===== src/sv/lsam_pkg.sv =====
// Shared types and constants for the load/store align-and-merge pipeline.
// Used by every stage module and the top level; depends on nothing.
package lsam_pkg;

  typedef enum logic [3:0] {
    KIND_LB  = 4'd0,
    KIND_LBU = 4'd1,
    KIND_LH  = 4'd2,
    KIND_LHU = 4'd3,
    KIND_LW  = 4'd4,
    KIND_LWL = 4'd5,
    KIND_LWR = 4'd6,
    KIND_LUI = 4'd7,
    KIND_SB  = 4'd8,
    KIND_SH  = 4'd9,
    KIND_SW  = 4'd10,
    KIND_SWL = 4'd11,
    KIND_SWR = 4'd12
  } kind_t;

  localparam logic [1:0] SIZE_BYTE = 2'd0;
  localparam logic [1:0] SIZE_HALF = 2'd1;
  localparam logic [1:0] SIZE_WORD = 2'd2;

  localparam logic [31:0] MASK_LO24  = 32'h00FF_FFFF;
  localparam logic [31:0] MASK_HI24  = 32'hFFFF_FF00;
  localparam logic [31:0] ALIGN_MASK = 32'hFFFF_FFFC;
  localparam logic [4:0]  SHIFT_TOP  = 5'd24;

  typedef struct packed {
    logic [3:0]  kind;
    logic [31:0] base;
    logic [15:0] offset;
    logic [31:0] rt_value;
    logic [31:0] mem_data;
    logic        fault;
  } req_t;

  typedef struct packed {
    logic [3:0]  kind;
    logic [31:0] ea;
    logic [15:0] offset;
    logic [31:0] rt_value;
    logic [31:0] mem_data;
    logic        fault;
  } addr_item_t;

  typedef struct packed {
    logic [31:0] access_address;
    logic [1:0]  access_size;
    logic        mem_read;
    logic        mem_write;
    logic [31:0] store_data;
    logic        reg_write;
    logic [31:0] reg_value;
    logic        kill;
  } merge_item_t;

  typedef struct packed {
    logic [31:0] access_address;
    logic [1:0]  access_size;
    logic        mem_read;
    logic        mem_write;
    logic [31:0] store_data;
    logic        reg_write;
    logic [31:0] reg_value;
  } result_t;

endpackage


===== src/sv/lsam_addr_stage.sv =====
// First pipeline stage: registers the request and forms the effective address.
// Depends on lsam_pkg.
module lsam_addr_stage (
  input  logic                 clk,
  input  logic                 rst,
  input  logic                 in_valid,
  output logic                 in_ready,
  input  lsam_pkg::req_t       in_req,
  output logic                 out_valid,
  input  logic                 out_ready,
  output lsam_pkg::addr_item_t out_item
);

  logic                 valid;
  lsam_pkg::addr_item_t item;
  lsam_pkg::addr_item_t item_next;

  assign in_ready = !valid || out_ready;

  always_comb begin
    item_next.kind     = in_req.kind;
    item_next.ea       = in_req.base + {{16{in_req.offset[15]}}, in_req.offset};
    item_next.offset   = in_req.offset;
    item_next.rt_value = in_req.rt_value;
    item_next.mem_data = in_req.mem_data;
    item_next.fault    = in_req.fault;
  end

  always_ff @(posedge clk) begin
    if (rst) begin
      valid <= 1'b0;
    end else if (in_ready) begin
      valid <= in_valid;
    end
  end

  always_ff @(posedge clk) begin
    if (in_ready && in_valid) begin
      item <= item_next;
    end
  end

  assign out_valid = valid;
  assign out_item  = item;

endmodule


===== src/sv/lsam_merge_stage.sv =====
// Second pipeline stage: decodes the operation, aligns loads and merges partial words.
// Depends on lsam_pkg.
module lsam_merge_stage (
  input  logic                  clk,
  input  logic                  rst,
  input  logic                  in_valid,
  output logic                  in_ready,
  input  lsam_pkg::addr_item_t  in_item,
  output logic                  out_valid,
  input  logic                  out_ready,
  output lsam_pkg::merge_item_t out_item
);

  logic                  valid;
  lsam_pkg::merge_item_t item;
  lsam_pkg::merge_item_t item_next;
  logic [4:0]            sh;
  logic [4:0]            sh_inv;
  logic [31:0]           aligned;
  logic [31:0]           rt;
  logic [31:0]           mem;

  assign in_ready = !valid || out_ready;

  always_comb begin
    sh      = {in_item.ea[1:0], 3'b000};
    sh_inv  = lsam_pkg::SHIFT_TOP - sh;
    aligned = in_item.ea & lsam_pkg::ALIGN_MASK;
    rt      = in_item.rt_value;
    mem     = in_item.mem_data;

    item_next.access_address = in_item.ea;
    item_next.access_size    = lsam_pkg::SIZE_BYTE;
    item_next.mem_read       = 1'b0;
    item_next.mem_write      = 1'b0;
    item_next.store_data     = '0;
    item_next.reg_write      = 1'b0;
    item_next.reg_value      = '0;
    item_next.kill           = in_item.fault;

    unique case (lsam_pkg::kind_t'(in_item.kind))
      lsam_pkg::KIND_LB: begin
        item_next.mem_read  = 1'b1;
        item_next.reg_write = 1'b1;
        item_next.reg_value = {{24{mem[7]}}, mem[7:0]};
      end
      lsam_pkg::KIND_LBU: begin
        item_next.mem_read  = 1'b1;
        item_next.reg_write = 1'b1;
        item_next.reg_value = {24'h0, mem[7:0]};
      end
      lsam_pkg::KIND_LH: begin
        item_next.access_size = lsam_pkg::SIZE_HALF;
        item_next.mem_read    = 1'b1;
        item_next.reg_write   = 1'b1;
        item_next.reg_value   = {{16{mem[15]}}, mem[15:0]};
      end
      lsam_pkg::KIND_LHU: begin
        item_next.access_size = lsam_pkg::SIZE_HALF;
        item_next.mem_read    = 1'b1;
        item_next.reg_write   = 1'b1;
        item_next.reg_value   = {16'h0, mem[15:0]};
      end
      lsam_pkg::KIND_LW: begin
        item_next.access_size = lsam_pkg::SIZE_WORD;
        item_next.mem_read    = 1'b1;
        item_next.reg_write   = 1'b1;
        item_next.reg_value   = mem;
      end
      lsam_pkg::KIND_LWL: begin
        item_next.access_address = aligned;
        item_next.access_size    = lsam_pkg::SIZE_WORD;
        item_next.mem_read       = 1'b1;
        item_next.reg_write      = 1'b1;
        item_next.reg_value      = (rt & (lsam_pkg::MASK_LO24 >> sh)) | (mem << sh_inv);
      end
      lsam_pkg::KIND_LWR: begin
        item_next.access_address = aligned;
        item_next.access_size    = lsam_pkg::SIZE_WORD;
        item_next.mem_read       = 1'b1;
        item_next.reg_write      = 1'b1;
        item_next.reg_value      = (rt & (lsam_pkg::MASK_HI24 << sh_inv)) | (mem >> sh);
      end
      lsam_pkg::KIND_LUI: begin
        item_next.access_address = '0;
        item_next.reg_write      = 1'b1;
        item_next.reg_value      = {in_item.offset, 16'h0};
        item_next.kill           = 1'b0;
      end
      lsam_pkg::KIND_SB: begin
        item_next.mem_write  = 1'b1;
        item_next.store_data = {24'h0, rt[7:0]};
      end
      lsam_pkg::KIND_SH: begin
        item_next.access_size = lsam_pkg::SIZE_HALF;
        item_next.mem_write   = 1'b1;
        item_next.store_data  = {16'h0, rt[15:0]};
      end
      lsam_pkg::KIND_SW: begin
        item_next.access_size = lsam_pkg::SIZE_WORD;
        item_next.mem_write   = 1'b1;
        item_next.store_data  = rt;
      end
      lsam_pkg::KIND_SWL: begin
        item_next.access_address = aligned;
        item_next.access_size    = lsam_pkg::SIZE_WORD;
        item_next.mem_read       = 1'b1;
        item_next.mem_write      = 1'b1;
        item_next.store_data     = (rt >> sh_inv) | (mem & (lsam_pkg::MASK_HI24 << sh));
      end
      lsam_pkg::KIND_SWR: begin
        item_next.access_address = aligned;
        item_next.access_size    = lsam_pkg::SIZE_WORD;
        item_next.mem_read       = 1'b1;
        item_next.mem_write      = 1'b1;
        item_next.store_data     = (rt << sh) | (mem & (lsam_pkg::MASK_LO24 >> sh_inv));
      end
      default: begin
        item_next.kill = 1'b0;
      end
    endcase
  end

  always_ff @(posedge clk) begin
    if (rst) begin
      valid <= 1'b0;
    end else if (in_ready) begin
      valid <= in_valid;
    end
  end

  always_ff @(posedge clk) begin
    if (in_ready && in_valid) begin
      item <= item_next;
    end
  end

  assign out_valid = valid;
  assign out_item  = item;

endmodule


===== src/sv/lsam_out_stage.sv =====
// Final pipeline stage: applies the translation fault and clears unused data.
// Holds the output register. Depends on lsam_pkg.
module lsam_out_stage (
  input  logic                  clk,
  input  logic                  rst,
  input  logic                  in_valid,
  output logic                  in_ready,
  input  lsam_pkg::merge_item_t in_item,
  output logic                  out_valid,
  input  logic                  out_ready,
  output lsam_pkg::result_t     out_result
);

  logic              valid;
  lsam_pkg::result_t result;
  lsam_pkg::result_t result_next;
  logic              wr;
  logic              rw;

  assign in_ready = !valid || out_ready;

  always_comb begin
    wr = in_item.mem_write && !in_item.kill;
    rw = in_item.reg_write && !in_item.kill;
    result_next.access_address = in_item.access_address;
    result_next.access_size    = in_item.access_size;
    result_next.mem_read       = in_item.mem_read;
    result_next.mem_write      = wr;
    result_next.store_data     = wr ? in_item.store_data : '0;
    result_next.reg_write      = rw;
    result_next.reg_value      = rw ? in_item.reg_value : '0;
  end

  always_ff @(posedge clk) begin
    if (rst) begin
      valid <= 1'b0;
    end else if (in_ready) begin
      valid <= in_valid;
    end
  end

  always_ff @(posedge clk) begin
    if (in_ready && in_valid) begin
      result <= result_next;
    end
  end

  assign out_valid  = valid;
  assign out_result = result;

endmodule


===== src/sv/load_store_align_merge_core.sv =====
// Load/store align-and-merge core: three register stages (address, merge, output).
// Throughput: one request per cycle while out_ready is high; each stage advances whenever its successor
// has room, so a stall at the output holds every stage without loss.
// Reset: synchronous, active high; clears all stage valid bits.
// Depends on lsam_pkg, lsam_addr_stage, lsam_merge_stage and lsam_out_stage.
module load_store_align_merge_core (
  input  logic        clk,
  input  logic        rst,
  input  logic        in_valid,
  output logic        in_ready,
  input  logic [3:0]  kind,
  input  logic [31:0] base,
  input  logic [15:0] offset,
  input  logic [31:0] rt_value,
  input  logic [31:0] mem_data,
  input  logic        fault,
  output logic        out_valid,
  input  logic        out_ready,
  output logic [31:0] access_address,
  output logic [1:0]  access_size,
  output logic        mem_read,
  output logic        mem_write,
  output logic [31:0] store_data,
  output logic        reg_write,
  output logic [31:0] reg_value
);

  lsam_pkg::req_t        req;
  lsam_pkg::addr_item_t  a_item;
  lsam_pkg::merge_item_t m_item;
  lsam_pkg::result_t     result;
  logic                  a_valid;
  logic                  a_ready;
  logic                  m_valid;
  logic                  m_ready;

  always_comb begin
    req.kind     = kind;
    req.base     = base;
    req.offset   = offset;
    req.rt_value = rt_value;
    req.mem_data = mem_data;
    req.fault    = fault;
  end

  lsam_addr_stage u_addr (
    .clk       (clk),
    .rst       (rst),
    .in_valid  (in_valid),
    .in_ready  (in_ready),
    .in_req    (req),
    .out_valid (a_valid),
    .out_ready (a_ready),
    .out_item  (a_item)
  );

  lsam_merge_stage u_merge (
    .clk       (clk),
    .rst       (rst),
    .in_valid  (a_valid),
    .in_ready  (a_ready),
    .in_item   (a_item),
    .out_valid (m_valid),
    .out_ready (m_ready),
    .out_item  (m_item)
  );

  lsam_out_stage u_out (
    .clk        (clk),
    .rst        (rst),
    .in_valid   (m_valid),
    .in_ready   (m_ready),
    .in_item    (m_item),
    .out_valid  (out_valid),
    .out_ready  (out_ready),
    .out_result (result)
  );

  assign access_address = result.access_address;
  assign access_size    = result.access_size;
  assign mem_read       = result.mem_read;
  assign mem_write      = result.mem_write;
  assign store_data     = result.store_data;
  assign reg_write      = result.reg_write;
  assign reg_value      = result.reg_value;

endmodule

===== config.mk =====
export PLATFORM = sky130hd
export DESIGN_NAME = load_store_align_merge_core
export DESIGN_NICKNAME = d
export VERILOG_FILES = /design/src/sv/lsam_pkg.sv /design/src/sv/lsam_addr_stage.sv /design/src/sv/lsam_merge_stage.sv /design/src/sv/lsam_out_stage.sv /design/src/sv/load_store_align_merge_core.sv
export SDC_FILE = /design/constraint.sdc
export NUM_CORES = 1
export LEC_CHECK = 0
export ABC_AREA = 1
export BUFFER_PORTS_ARGS = -buffer_cell sky130_fd_sc_hd__buf_4
export CORE_MARGIN = 5
export CORE_UTILIZATION = 45
export CTS_CLUSTER_SIZE = 28
export DETAILED_ROUTE_END_ITERATION = 6
export HOLD_SLACK_MARGIN = 0.15
export PLACE_DENSITY = 0.75
export SLEW_MARGIN = 15
export SYNTH_ARGS = -nofsm -noshare
export SYNTH_HDL_FRONTEND = slang
export SYNTH_SLANG_ARGS = --single-unit

===== constraint.sdc =====
create_clock -name clk -period 7.9 [get_ports clk]
set_input_delay 0.395 -clock clk [delete_from_list [all_inputs] [get_ports clk]]
set_output_delay 0.395 -clock clk [all_outputs]
set_load 0.05 [all_outputs]

==> key figures <==
Layout
  • Register Area: 0.00967 mm^2
  • Final nets: 2119
  • Layout cells sized above 1: 15.0%
  • Area of the multi-input gates: 0.00490 mm^2
  • P&R area growth vs syn: 25.3%
  • Layout Utilization: 57.3%
  • N_diodes: 0
  • Fillcell total: 3005

Worst setup path
  • Startpoint class of the critical path: flop
  • Reg-to-reg setup timing slack: 4.81 ns
  • Critical R2R Capture: u_merge.out_item[15]
  • Critical path capture point: u_merge.out_item[15]
  • Crit Path Class: reg2reg
  • Crit path max fanout: 103
  • Worst Path Arrival: 3.47 ns
  • Critical R2R Launch: u_addr.out_item[81]
  • R2R depth: 5
  • Setup crit start: u_addr.out_item[81]
  • Worst setup EP type: flop
  • Worst path required time: 8.28 ns

Synthesis
  • Ys flop type: edfxtp_1
  • Synth warn: 0
  • Async S/R FF share, synth: 0%
  • Syn_nets: 1817
  • Synth Cell Area: 0.0159 mm^2
  • Cells after Synth: 1664
  • Synth Register Bits: 323
  • Synth unique cells: 36
  • Seq/Total Area, Yosys: 60.9%
  • Number of synthesized flops with an enable pin: 320
  • Avg Synthesized Cell Area: 9.54 um^2

Clock tree
  • Post-CTS setup buffers: 0
  • H-tree depth: 2
  • Worst-skew pair later-pin latency: 0.53 ns
  • CTS tree: done
  • Root buffer cell: clkbuf_16
  • CTS clk-pin slew, worst paths: 0.06 ns
  • Num CTS Buffers: 35
  • CTS Sinks: 323
  • Clock Path Buffers: 3

Drt
  • Starting DRT DRC Count: 1504
  • Drt via density: 5.32
  • Total number of vias: 13031
  • Final WL: 51.0 mm
  • # DRC: 0
  • WL/cell: 20.8 um
  • Pre-Repair DR Iteration Count: 6
  • Post-route ant nets: 0

GRT
  • Initial antenna violation count: 0
  • GRT Overall Usage: 25.6%
  • Largest net degree at the start of global routing: 104
  • Vias in the first global route: 12618
  • First-pass GRT wire length: 75.9 mm
  • Remaining global-route overflow: 0

Status
  • Status: finished, final reports clean

STA
  • Fin. Hold Viols: 0
  • Worst setup margin: 4.81 ns
  • Count of final setup violators: 0
  • Min cycle time layout: 3.09 ns
  • Slew headroom: 24.5%
  • Achievable Freq: 324 MHz
  • Worst clock skew: 0.0107 ns
  • Setup TNS: 0 ns
  • RSZ-0062 raised after global routing: no
  • Crit share post-route: 39.1%
  • Slew Limit Fails: 0
  • Actual slew at the worst max-slew pin: 1.13 ns

Place
  • DP HPWL: 37.5 mm
  • Dpl ws: 4.93 ns
  • RePlAce Congestion: 0.969
  • # port buffers: 223

Power
  • Pleak: 0.00883 uW
  • Total power: 4190 uW
  • Peak supply drop: 0.000179 V
  • Pwr dens: 211 mW/mm^2

Die
  • Die width: 198 um
  • Initial core utilization: 45.7%
  • Die Height: 198 um
  • Ports: 224
  • Die Area: 0.0391 mm^2
  • FP Rows: 68
  • CORE AREA: 0.0347 mm^2

Hold path
  • Hold Crit Class: in2reg
  • Hold path cells: 3

Flow run
  • # Max-Cap Violations: 0
## through the flow
stage	cells	hold WS (ns)	area, um^2
after global placement	2299	0.402	18000
after global routing	2448	0.224	19900
after CTS	2448	0.189	19900
after detailed placement	2299	0.405	18000
after floorplan	1664	0.400	15900
final	2448	0.204	19900
## registers in the layout (all words and copies together) (netlist names)
signal / cells
u_out.out_result: 101
u_addr.out_item: 117
u_merge.out_item: 102
u_out.out_valid: 1
u_merge.out_valid: 1
u_addr.out_valid: 1
## where the power goes
| part | switching (uW) | internal (uW) |
|---|---|---|
| registers | 50.9 | 2000 |
| clock network | 660 | 877 |
| logic | 407 | 199 |
## critical path, stage by stage, from the launching register on
cell and delay [ns]:
edfxtp_1 0.70, buf_4 0.79, nand2_1 0.56, o22ai_2 0.63
nand2_1 0.13, nand4_1 0.12
## metal layers
metal	up-vias	track usage [%]	wire, um
met5	-	0	0
met4	0	8.19	1740
met3	98	4.46	5000
met2	678	37.5	21800
met1	6104	38.9	22500
li1	6151	-	-
## Yosys cell counts (all sizes together) (20+ instances only)
cell type,instances,area [um^2]
nand3,56,290
a21oi,66,330
nand2,427,1610
o22ai,20,131
o211ai,32,240
inv,288,1080
ha,31,388
buf,31,161
clkbuf,22,82.6
o21ai,100,512
nor2,174,661
edfxtp,320,9610
## area by class of cell
cell class / count / area share, %
inverters: 288 / 5.45
clock buffers: 53 / 5.00
repair buffers: 318 / 13.1
well taps: 455 / 2.86
clock inverters: 11 / 0.396
multi-input cells: 1000 / 24.6
flip-flops and latches: 323 / 48.6
## kinds of logic (layout without fill, tap and decap cells)
group | count (synthesis) | after routing | synth area share [%]
flops | 323 | 323 | 60.9
mux | 2 | 2 | 0.126
simple gates | 682 | 682 | 17.1
xor+xnor | 16 | 16 | 0.883
fa+ha+maj | 32 | 32 | 2.57
buf+inv | 341 | 670 | 8.35
compound gates | 268 | 268 | 10.1
## worst min-delay path by stage
stage / slack, ns / to / start
2_1_floorplan: 0.40 / u_out.out_result[100] / u_merge.out_item[101]
3_3_place_gp: 0.40 / u_out.out_result[88] / u_merge.out_item[89]
3_5_place_dp: 0.40 / u_out.out_result[71] / u_merge.out_item[72]
4_1_cts: 0.19 / u_out.out_valid / out_ready
5_1_grt: 0.22 / u_out.out_valid / out_ready
6_report: 0.20 / u_addr.out_valid / in_valid
## what timing repair did
item                      in CTS  in global routing
hold buffers                  85                  0
hold endpoints to repair      87                  0
resized for setup              0                  0
## layout by cell type, fill, tap and decap left out, types with 2 or more instances in the layout
cell	n
a211oi_1	9
dlygate4sd3_1	85
clkbuf_16	36
a31oi_1	3
clkbuf_8	3
clkinvlp_4	2
nand3_1	54
clkinv_2	3
o21bai_1	2
dfxtp_1	3
buf_4	233
mux2i_1	2
a21oi_1	64
inv_1	282
inv_2	4
edfxtp_1	320
a22oi_1	18
xor2_1	15
o21a_1	2
o211ai_1	32
ha_1	31
nor2_2	4
nor2_1	170
nor3_1	6
o22ai_1	19
nand4_1	18
clkinv_4	2
nand3_2	2
o21ai_0	99
o221ai_1	12
nand2_2	2
nand2_1	425
clkinv_1	3
clkbuf_1	14
o2111ai_1	3
No activity file was read; power rests on OpenSTA's default activity.
